[config.mk]
export PLATFORM = sky130hd
export DESIGN_NAME = ggvc_prep
export DESIGN_NICKNAME = d
export VERILOG_FILES = /design/src/go_to_goal_velocity_controller_core_assert.svh /design/src/ggvc_pkg.sv /design/src/ggvc_prep.sv
export SDC_FILE = /design/constraint.sdc
export NUM_CORES = 1
export LEC_CHECK = 0
export BUFFER_PORTS_ARGS = -buffer_cell sky130_fd_sc_hd__clkbuf_2
export CAP_MARGIN = 0
export CORE_MARGIN = 4
export CORE_UTILIZATION = 52
export CTS_CLUSTER_SIZE = 16
export DETAILED_ROUTE_END_ITERATION = 8
export HOLD_SLACK_MARGIN = 0.06
export PLACE_DENSITY_LB_ADDON = 0.2
export SYNTH_ARGS = -nofsm -noshare
export SYNTH_HDL_FRONTEND = slang
export SYNTH_SLANG_ARGS = --single-unit
[constraint.sdc]
create_clock -name clk -period 0.9 [get_ports clk]
set_clock_uncertainty 0.1 [all_clocks]
set_input_delay 0 -clock clk [delete_from_list [all_inputs] [get_ports clk]]
set_output_delay 0 -clock clk [all_outputs]
set_load 0.02 [all_outputs]
[src/go_to_goal_velocity_controller_core_assert.svh]
// Assertion macros shared by the go-to-goal controller RTL.
// Each macro expands to one labeled concurrent assertion with a reset guard.
`ifndef GO_TO_GOAL_VELOCITY_CONTROLLER_CORE_ASSERT_SVH
`define GO_TO_GOAL_VELOCITY_CONTROLLER_CORE_ASSERT_SVH

// Consequent checked in the same cycle as the antecedent.
`define GGVC_ASSERT_SAME(name, clk, rst_n, ante, cons) \
    name: assert property (@(posedge clk) disable iff (!rst_n) (ante) |-> (cons)) \
        else $error("assertion failed: %m");

// Consequent checked in the cycle after the antecedent.
`define GGVC_ASSERT_NEXT(name, clk, rst_n, ante, cons) \
    name: assert property (@(posedge clk) disable iff (!rst_n) (ante) |=> (cons)) \
        else $error("assertion failed: %m");

`endif

[src/ggvc_pkg.sv]
// Shared types, widths, constants and the arctangent table of the go-to-goal controller.
// No dependencies.
package ggvc_pkg;

    localparam int CORDIC_STAGES      = 16;
    localparam int POSITION_FRAC_BITS = 16;

    localparam int POS_W   = 24;
    localparam int HEAD_W  = 16;
    localparam int DIFF_W  = POS_W + 1;
    localparam int XW      = POS_W + 3;
    localparam int ZW      = 28;
    localparam int ATAN_LEN = 24;
    localparam int SHIFT_W = 5;

    localparam int BEAR_SHIFT = 11;
    localparam int BEAR_W     = ZW - BEAR_SHIFT;
    localparam int ERR_W      = 18;

    localparam int DIST_W     = XW - 1;
    localparam int INV_GAIN_W = 16;
    localparam int DGAIN_W    = 16;
    localparam int LIN_RAW_W  = DIST_W + DGAIN_W - POSITION_FRAC_BITS;

    localparam int AGAIN_W    = 12;
    localparam int ALIMIT_W   = 17;
    localparam int LLIMIT_W   = 16;
    localparam int CUTOFF_W   = 15;
    localparam int ANG_SHIFT  = 5;
    localparam int ANG_PROD_W = AGAIN_W + 1 + ERR_W;
    localparam int ANG_RAW_W  = ANG_PROD_W - ANG_SHIFT;

    localparam int FWD_W  = 16;
    localparam int TURN_W = 18;

    localparam int CFG_IDX_W  = 3;
    localparam int CFG_DATA_W = 17;

    localparam logic signed [ZW-1:0]    PI_Q24      = ZW'(52707179);
    localparam logic signed [ZW-1:0]    BEAR_ROUND  = ZW'(1 << (BEAR_SHIFT - 1));
    localparam logic signed [ERR_W-1:0] PI_Q13      = ERR_W'(25736);
    localparam logic signed [ERR_W-1:0] TWO_PI_Q13  = ERR_W'(51472);
    localparam logic [INV_GAIN_W-1:0]   INV_GAIN_Q16 = INV_GAIN_W'(39797);
    localparam logic signed [ANG_PROD_W-1:0] ANG_ROUND = ANG_PROD_W'(1 << (ANG_SHIFT - 1));

    localparam logic [AGAIN_W-1:0]  RST_ANGULAR_GAIN   = AGAIN_W'(512);
    localparam logic [ALIMIT_W-1:0] RST_ANGULAR_LIMIT  = ALIMIT_W'(52429);
    localparam logic [LLIMIT_W-1:0] RST_LINEAR_LIMIT   = LLIMIT_W'(13107);
    localparam logic [DGAIN_W-1:0]  RST_DISTANCE_GAIN  = DGAIN_W'(32768);
    localparam logic [CUTOFF_W-1:0] RST_HEADING_CUTOFF = CUTOFF_W'(6434);

    typedef enum logic [CFG_IDX_W-1:0] {
        CFG_ANGULAR_GAIN   = 3'd0,
        CFG_ANGULAR_LIMIT  = 3'd1,
        CFG_LINEAR_LIMIT   = 3'd2,
        CFG_DISTANCE_GAIN  = 3'd3,
        CFG_HEADING_CUTOFF = 3'd4
    } cfg_index_t;

    typedef struct packed {
        logic [AGAIN_W-1:0]  angular_gain;
        logic [ALIMIT_W-1:0] angular_limit;
        logic [LLIMIT_W-1:0] linear_limit;
        logic [DGAIN_W-1:0]  distance_gain;
        logic [CUTOFF_W-1:0] heading_cutoff;
    } cfg_t;

    // Vector state handed from one rotation cell to the next.
    typedef struct packed {
        logic                     zero;
        logic signed [HEAD_W-1:0] heading;
        logic signed [XW-1:0]     x;
        logic signed [XW-1:0]     y;
        logic signed [ZW-1:0]     z;
    } cordic_t;

    // round(atan(2^-i) * 2^24)
    function automatic logic signed [ZW-1:0] atan_entry(input logic [SHIFT_W-1:0] idx);
        logic signed [ZW-1:0] v;
        unique case (idx)
            5'd0:  v = ZW'(13176795);
            5'd1:  v = ZW'(7778716);
            5'd2:  v = ZW'(4110060);
            5'd3:  v = ZW'(2086331);
            5'd4:  v = ZW'(1047214);
            5'd5:  v = ZW'(524117);
            5'd6:  v = ZW'(262123);
            5'd7:  v = ZW'(131069);
            5'd8:  v = ZW'(65536);
            5'd9:  v = ZW'(32768);
            5'd10: v = ZW'(16384);
            5'd11: v = ZW'(8192);
            5'd12: v = ZW'(4096);
            5'd13: v = ZW'(2048);
            5'd14: v = ZW'(1024);
            5'd15: v = ZW'(512);
            5'd16: v = ZW'(256);
            5'd17: v = ZW'(128);
            5'd18: v = ZW'(64);
            5'd19: v = ZW'(32);
            5'd20: v = ZW'(16);
            5'd21: v = ZW'(8);
            5'd22: v = ZW'(4);
            5'd23: v = ZW'(2);
            default: v = '0;
        endcase
        return v;
    endfunction

endpackage

[src/ggvc_prep.sv]
// Front stage: forms the goal offset and folds it into the right half plane.
// Depends on ggvc_pkg.
module ggvc_prep (
    input  logic                                clk,
    input  logic                                rst_n,
    input  logic                                en,
    input  logic                                in_valid,
    input  logic signed [ggvc_pkg::POS_W-1:0]   robot_pos_x,
    input  logic signed [ggvc_pkg::POS_W-1:0]   robot_pos_y,
    input  logic signed [ggvc_pkg::HEAD_W-1:0]  robot_heading,
    input  logic signed [ggvc_pkg::POS_W-1:0]   target_x,
    input  logic signed [ggvc_pkg::POS_W-1:0]   target_y,
    output logic                                out_valid,
    output ggvc_pkg::cordic_t                   out_data
);

    logic signed [ggvc_pkg::DIFF_W-1:0] dx;
    logic signed [ggvc_pkg::DIFF_W-1:0] dy;
    logic signed [ggvc_pkg::XW-1:0]     dx_ext;
    logic signed [ggvc_pkg::XW-1:0]     dy_ext;
    logic                               valid_reg;
    ggvc_pkg::cordic_t                  data_reg;
    ggvc_pkg::cordic_t                  data_next;

    assign dx     = ggvc_pkg::DIFF_W'(target_x) - ggvc_pkg::DIFF_W'(robot_pos_x);
    assign dy     = ggvc_pkg::DIFF_W'(target_y) - ggvc_pkg::DIFF_W'(robot_pos_y);
    assign dx_ext = ggvc_pkg::XW'(dx);
    assign dy_ext = ggvc_pkg::XW'(dy);

    // A vector in the left half plane is negated and the angle starts at plus or minus pi.
    always_comb
    begin
        data_next.zero    = (dx == '0) && (dy == '0);
        data_next.heading = robot_heading;
        if (dx[ggvc_pkg::DIFF_W-1])
        begin
            data_next.x = -dx_ext;
            data_next.y = -dy_ext;
            data_next.z = dy[ggvc_pkg::DIFF_W-1] ? -ggvc_pkg::PI_Q24 : ggvc_pkg::PI_Q24;
        end
        else
        begin
            data_next.x = dx_ext;
            data_next.y = dy_ext;
            data_next.z = '0;
        end
    end

    always_ff @(posedge clk or negedge rst_n)
    begin
        if (!rst_n)
        begin
            valid_reg <= 1'b0;
        end
        else if (en)
        begin
            valid_reg <= in_valid;
        end
    end

    always_ff @(posedge clk)
    begin
        if (en)
        begin
            data_reg <= data_next;
        end
    end

    assign out_valid = valid_reg;
    assign out_data  = data_reg;

endmodule

==> qor.yml, run 1 <==
status:
  status: "aborted with a tool error"
  flow.stopped_at: "global routing"
  error_line: "[ERROR GRT-0232] Routing congestion too high. Check the congestion heatmap in the GUI."
yosys:
  netlist_area_um2: 6640
  synth_seq_area_share: 0.338
  synth_top_flop_cell: "edfxtp_1"
  synthTopCellsByArea: "edfxtp_1 (33%), ha_1 (9.4%), xnor2_1 (6.9%)"
  yosysTopAreaCellShare: 0.335
  synthDistinctLibCells: 75
  yosys_register_bits: 75
  ys_warn_count: 0
  post_synthesis_instance_total: 748
  synthMostInstantiatedCell: "edfxtp_1"
  synth.largest_area_cell: "edfxtp_1"
  synth_enable_flop_cells: 74
  synth_commonest_cells: "edfxtp_1 (74), nand2_1 (69), inv_1 (61)"
  async_reset_ff_frac: 0.0133
  post_synthesis_area_per_instance_um2: 8.88
grt:
  grt_max_degree: 28
  antenna_found_initial: 5
  grt-ovfl-total: 276
  grt.total_usage: 0.855
cts:
  clock-sinks: 75
  cts.htree.levels: 3
  cts_inserted_buffers: 9
  maximum_buffer_depth_of_the_clock_tree: 2
  clockRootBuffer: "clkbuf_16"
timing:
  grt_worst_setup_endpoint: "out_data[49]$_DFFE_PP_/D"
  endpoint_type: "register data pin"
placement:
  place.detailed.instances: 1311
  dp_hpwl_mm: 16.4
  detailedPlace.worstSlack_ps: -2490
  place.gp.congestion: 0.893
  io_buffer_count: 215
die:
  rows: 41
  die_h_um: 121
  floorplan.initialDensity: 0.529
  dieWidth_um: 121
  top_level_ports: 216
[logic make-up after synthesis]
kind of cell,count (synthesis),share of synthesized area
muxes,4,0.00622
adders and majority gates,52,0.100
and+or+nand+nor,222,0.165
AOI/OAI and AO/OA,207,0.210
buffers and inverters,108,0.0759
other,1,0.000565
xor gates and xnor gates,79,0.104
DFF,75,0.338
[what timing repair did]
action	in CTS
gates cloned	3
setup buffers	29
setup endpoints to repair	154
pin swaps	58
hold endpoints to repair	34
hold buffers	19
gates resized for setup	105
[metrics by stage]
| stage | cell area (µm²) | hold WS [ps] | util |
|---|---|---|---|
| floorplan | 7170 | -396 | - |
| global placement | 9760 | -321 | 0.776 |
| CTS | 11100 | -94.9 | 0.885 |
| detailed placement | 9760 | -321 | 0.776 |
[metal layers]
| metal | GRT overflow | track usage |
|---|---|---|
| met5 | 1 | 0.309 |
| met4 | 97 | 0.928 |
| met3 | 3 | 0.738 |
| met2 | 172 | 1.02 |
| met1 | 3 | 0.805 |
==> inputs of run 2 (changes only) <==
Settings changed: CORE_UTILIZATION 52 to 38, CTS_CLUSTER_SIZE 16 to not set, HOLD_SLACK_MARGIN 0.06 to not set, PLACE_DENSITY_LB_ADDON 0.2 to 0.15.
==> run 2 against run 1 <==
  * The flow now finishes, with violations (negative hold slack, negative setup slack)
  * Synthesized cell count unchanged
  * Area after synthesis unchanged
==> qor.yml, run 2 <==
worst_hold_path:
  worst_hold_path_type: "input port to flip-flop"
  hp-start: "robot_pos_x[0]"
die:
  top_level_ports: 216  # unchanged
  dieWidth_um: 140  # +16%
  die_h_um: 140  # +16%
  floorplan.initialDensity: 0.385  # -0.143
  rows: 48  # +17%
  core_um2: 17200
  floorplan.die_area_um2: 19700
cts:
  clockRootBuffer: "clkbuf_16"
  cts.htree.levels: 3  # unchanged
  cts_tree: "yes"
  cts_hold_repair.buffers: 20  # +1
  clk_pin_slew_ps: 70
  clock-sinks: 75  # unchanged
  cts_inserted_buffers: 9  # unchanged
  maximum_buffer_depth_of_the_clock_tree: 2  # unchanged
  clock_insertion_delay_worst_skew_ps: 330
status:
  violations: "negative hold slack, negative setup slack"
  status: "complete, but fails checks"
yosys:
  post_synthesis_instance_total: 748  # unchanged
  yosys_register_bits: 75  # unchanged
  async_reset_ff_frac: 0.0133  # unchanged
  yosysTopAreaCellShare: 0.335  # unchanged
  synthMostInstantiatedCell: "edfxtp_1"
  post_synthesis_area_per_instance_um2: 8.88  # unchanged
  synth_commonest_cells: "edfxtp_1 (74), nand2_1 (69), inv_1 (61)"
  synthDistinctLibCells: 75  # unchanged
  synthTopCellsByArea: "edfxtp_1 (33%), ha_1 (9.4%), xnor2_1 (6.9%)"
  ys_warn_count: 0  # unchanged
  synth_enable_flop_cells: 74  # unchanged
  synth_top_flop_cell: "edfxtp_1"
  netlist_area_um2: 6640  # unchanged
  synth_seq_area_share: 0.338  # unchanged
  synth.largest_area_cell: "edfxtp_1"
grt:
  grt-ovfl-total: 0
  antenna_found_initial: 0
  grt_first_pass_wirelength_mm: 33.7
  grt_max_degree: 41
  first_global_vias: 7030
  grt.total_usage: 0.207
timing:
  rsz0062_at_grt: "true"
  post-route-period-util: 3.19
  timing.hold.ws_ps: -32.2
  worstMarginPinSlew_ps: 527
  final-hold-violation-count: 2
  fmax_mhz: 348
  final-max-slew-violation-count: 0
  max_slew_margin: 0.646
  final.setup.worst_slack_ps: -1970
  timing.final.setup_violations: 155
  finalWorstPathRequiredPeriod_ps: 2870
placement:
  dp_hpwl_mm: 15.9  # -2.6%
  io_buffer_count: 215  # unchanged
  place.gp.congestion: 0.862  # -3.5%
  detailedPlace.worstSlack_ps: -2400  # +94.1 ps
routing:
  total_via_count_after_detailed_routing: 7300
  post_drt_via_cell_ratio: 5.01
  drt_pre_antenna_iters: 5
  postRouteAntennaNets: 0
  drt-initial-drc-count: 348
  remaining_drc_errors: 0
  finalWirelength_mm: 22.4
  routed_wire_length_per_instance_um: 15.4
critical_path:
  setup.worst_path.class: "input port to flip-flop"
  setup.worst_path.start_class: "input port"
  critical_path.n_buffers_inverters: 3
  critPathRequiredTime_ps: 980
  worst_path_cell_chain: "buf_8 > inv_8 > ha_4 > fa_2 > nand2b_4 > a211oi_4 > buf_4 > or2_4 > xor2_4 > or4_4 > or3_4 > nor2_2 > a41o_1 > xor2_1"
  critical_path.top_delay_family: "simple AND/OR/NAND/NOR gates"
  timing.critical_path.depth: 14
  critPathArrivalTime_ps: 2950
  critical_path.reg2reg.startpoint: "out_valid$_DFFE_PN0P_"
  reg2reg_to: "out_valid$_DFFE_PN0P_"
  startpoint: "target_x[0]"
  critPathMaxStageDelay_ps: 530
  slowest_cell_on_the_critical_path: "or4_4"
  endpoint: "out_data[78]$_DFFE_PP_"
  reg2reg_setup_slack_ps: 10
  crit_fanout: 4
  timing.reg2reg.worst_path_depth: 1
  timing.critical_path.to_type: "flip-flop"
layout:
  final_cell_mix: "buf_4 (237), clkbuf_2 (116), buf_6 (89), edfxtp_1 (74)"
  multi_input_area_um2: 5010
  syn_to_final_growth_pct: 85.6
  drive_above_1_share: 0.543
  antennaDiodeCount: 0
  mostFrequentLayoutCell: "buf_4"
  final_net_count: 1395
  layout_filler_cell_count: 1262
  largest_reg_flops: 74
  regArea_um2: 2250
run:
  max_cap_violations: 0
power_and_ir_drop:
  power-per-cell-area_nw_per_um2: 1650
  ir_worst_vdd_mv: 1.26
  static-leakage-power_nw: 5.63
-- run 2: how the worst min path moves through the flow --
stage,end,slack (ps),depth (start not counted)
global route,out_data[55]$_DFFE_PP_,-30,3
global placement,out_valid$_DFFE_PN0P_,-320,1
finish,out_data[55]$_DFFE_PP_,-30,3
floorplan,out_valid$_DFFE_PN0P_,-400,0
detailed placement,out_valid$_DFFE_PN0P_,-320,1
CTS,out_data[55]$_DFFE_PP_,-3,3
-- run 2: per-stage QoR --
step	util	power (mW)	TNS [ps]	instance area, µm²	cells
after floorplan	-	10.0	-90400	7170	749
after global placement	0.570	13.3	-107950	9830	1365
after detailed placement	0.570	13.3	-109480	9830	1365
after CTS	0.667	19.0	-100590	11500	1447
after global routing	0.715	21.4	-113250	12300	1457
final	0.715	20.3	-105170	12300	1457
-- run 2: metal layers --
metal,vias to the layer above,GRT usage,wire length [µm]
met3,21,0.0287,1180
met4,0,0.0520,262
li1,3641,-,-
met1,3425,0.274,9550
met5,-,0,0
met2,213,0.357,11400
-- run 2: logic make-up (layout without fill, tap and decap cells) --
group           Yosys count  after routing  synth area share
mux                       4              4           0.00622
compound gates          207            207             0.210
xor+xnor                 79             79             0.104
flops                    75             75             0.338
fa+ha+maj                52             52             0.100
other cells               1              2          0.000565
buf+inv                 108            591            0.0759
simple gates            222            222             0.165
-- run 2: power breakdown --
part | internal, mW | total [mW] | switching (mW)
clock network | 2.73 | 4.24 | 1.51
logic | 5.64 | 11.0 | 5.36
registers | 4.76 | 5.08 | 0.323
total | 13.1 | 20.3 | 7.19
-- run 2: repair_timing --
item / 4_1_cts / 5_1_grt
endpoints found under the setup margin: 154 / 154
setup buffers: 49 / 18
cloned: 3 / 2
gates resized for setup: 134 / 279
pin swaps: 78 / 64
endpoints found under the hold margin: 19 / 2
-- run 2: tightest hold or removal path: cells and delay by family --
family / cells / cell delay (ps)
fa+ha+maj: 1 / 130
buf+inv: 2 / 110
-- run 2: area by class of cell --
class | instances | share of cell area
multi-input combinational | 566 | 0.407
timing repair buffer | 514 | 0.339
sequential | 75 | 0.182
tap | 225 | 0.0228
inverter | 61 | 0.0204
clock buffer | 9 | 0.0183
clock inverter | 7 | 0.0100
(Power assumes the default switching activity.)
==> inputs of run 3 (changes only) <==
Settings changed: PLACE_DENSITY set to 0.68, PLACE_DENSITY_LB_ADDON 0.15 to not set.
==> run 3 against run 2 <==
  * The flow still finishes with violations (negative hold slack, negative setup slack)
  * Worst hold slack worse by 71 ps
  * Sequential share of layout area is 0.47 points higher
  * Fmax is 3.4% higher
  * Global-route usage is 0.13 points lower
  * Final cell count is 1.7% lower
  * Clock power is 22% lower
  * Total power is 5.8% lower
  * Worst setup slack better by 94 ps
  * Critical path depth is 1 lower
  * Via count is 0.73% lower
  * Critical endpoint is now out_data[49]$_DFFE_PP_
  * Largest cell class unchanged
  * Largest power group unchanged
==> qor.yml, run 3 (synthesized netlist as in run 2, its figures left out) <==
status:
  status: "complete, but fails checks"
  violations: "negative hold slack, negative setup slack"
routing:
  routed_wire_length_per_instance_um: 15.6  # +1.7%
  post_drt_via_cell_ratio: 5.06  # +1.0%
  finalWirelength_mm: 22.4  # about the same
  total_via_count_after_detailed_routing: 7247  # -0.73%
  drt_pre_antenna_iters: 5  # unchanged
  met3_wirelength_mm: 1.27  # +7.3%
  top_signal_layer_used: "met4"
  postRouteAntennaNets: 0  # unchanged
  met2_length_mm: 11.2  # -2.2%
  remaining_drc_errors: 0  # unchanged
  drt-initial-drc-count: 355  # +2.0%
  wirelength_met1_mm: 9.74  # +2.1%
critical_path:
  setup.worst_path.start_class: "input port"
  critPathArrivalTime_ps: 2770  # -180 ps
  setup.worst_path.class: "input port to flip-flop"
  timing.critical_path.to_type: "flip-flop"
  critPathRequiredTime_ps: 890  # -90 ps
  reg2reg_setup_slack_ps: 0  # about the same
  crit_fanout: 3  # -1
layout:
  mostFrequentLayoutCell: "buf_4"
  drive_above_1_share: 0.537  # -0.00615
  antennaDiodeCount: 0  # unchanged
  final_net_count: 1371  # -1.7%
  fin_cells: 1432  # -1.7%
  post-route-cell-area_um2: 12000  # -2.5%
  largest_reg_flops: 74  # unchanged
  final_cell_mix: "buf_4 (226), clkbuf_2 (118), buf_6 (74), edfxtp_1 (74), nand2_1 (58)"
  final_core_utilization: 0.697  # -0.0181
  syn_to_final_growth_pct: 80.9
die:
  floorplan.initialDensity: 0.385  # unchanged
  floorplan.die_area_um2: 19700  # unchanged
  core_um2: 17200  # unchanged
  die_h_um: 140  # unchanged
  top_level_ports: 216  # unchanged
  rows: 48  # unchanged
  dieWidth_um: 140  # unchanged
grt:
  grt.total_usage: 0.206  # -0.00133
  grt-ovfl-total: 0  # unchanged
  grt_max_degree: 37  # -9.8%
  grt_first_pass_wirelength_mm: 33.1  # -1.7%
  antenna_found_initial: 0  # unchanged
  first_global_vias: 6833  # -2.8%
timing:
  timing.hold.ws_ps: -103  # -70.8 ps
  post-route-period-util: 3.09  # -0.104
  timing.final.setup_violations: 154  # -0.65%
  final_total_negative_setup_slack_ps: -96590  # +8590 ps
  finalWorstPathRequiredPeriod_ps: 2780  # -93.6 ps
  rsz0062_at_grt: "true"
  final.setup.worst_slack_ps: -1880  # +93.6 ps
  final-hold-violation-count: 2  # unchanged
  fmax_mhz: 360  # +3.4%
  final-max-slew-violation-count: 0  # unchanged
cts:
  clock-sinks: 75  # unchanged
  cts_hold_repair.buffers: 19  # -5.0%
  cts_tree: "yes"
  cts.htree.levels: 3  # unchanged
  clockRootBuffer: "clkbuf_16"
  clk_pin_slew_ps: 60  # about the same
  maximum_buffer_depth_of_the_clock_tree: 2  # unchanged
  cts_inserted_buffers: 9  # unchanged
  clock_insertion_delay_worst_skew_ps: 330  # about the same
worst_hold_path:
  worst_hold_path_type: "input port to flip-flop"
placement:
  io_buffer_count: 215  # unchanged
  place.detailed.instances: 1360  # -0.37%
  detailedPlace.worstSlack_ps: -2410  # -11.5 ps
  placement.cell_area_um2: 9810  # -0.25%
  place.gp.congestion: 0.923  # +7.0%
  dp_hpwl_mm: 16.0  # +0.11%
power_and_ir_drop:
  ir_worst_vdd_mv: 1.05  # -17%
  static-leakage-power_nw: 5.42  # -3.8%
  power_mw: 19.2  # -5.8%
  power-per-cell-area_nw_per_um2: 1590  # -3.3%
run:
  max_cap_violations: 0  # unchanged
## run 3: area by class of cell
cell class	count	area [µm²]
clock inverters	5	31.3
repair buffers	490	3920
multi-input cells	566	5050
clock buffers	10	229
well taps	225	282
inverters	61	251
flip-flops and latches	75	2250
fillers	1273	5220
## run 3: final timing paths
kind	from	endpoint	depth (start not counted)
worst min register to register	out_valid$_DFFE_PN0P_	out_valid$_DFFE_PN0P_	1
worst max-delay path	target_y[0]	out_data[49]$_DFFE_PP_	13
max in group asynchronous	rst_n	out_valid$_DFFE_PN0P_	3
min in group asynchronous	rst_n	out_valid$_DFFE_PN0P_	3
worst min-delay path	en	out_valid$_DFFE_PN0P_	2
worst max register to register	out_valid$_DFFE_PN0P_	out_valid$_DFFE_PN0P_	1
## run 3: power breakdown
group	total (mW)	internal, mW	switching, mW
sequential	5.06	4.76	0.303
clock	3.29	1.84	1.45
combinational	10.8	5.46	5.34
total	19.2	12.1	7.09
## run 3: critical path: stages
cell	delay, ps
buf_8	80
inv_8	30
ha_4	140
fa_2	370
nor2b_4	130
o31a_1	180
o21a_2	200
mux2i_1	80
and4_1	170
or4_4	530
or4_4	450
o31a_1	260
xor2_1	140
## run 3: repair_timing
item                       4_1_cts  5_1_grt
cloned                           5        1
setup buffers                   21       15
hold endpoints to repair        18        2
setup endpoints to repair      154      154
resized for setup              115      278
pin swaps                       49       62
## run 3: layer usage
metal | GRT usage | vias to the layer above
li1 | - | 3586
met1 | 0.276 | 3433
met2 | 0.347 | 214
met3 | 0.0348 | 14
met4 | 0.0484 | 0
met5 | 0 | -
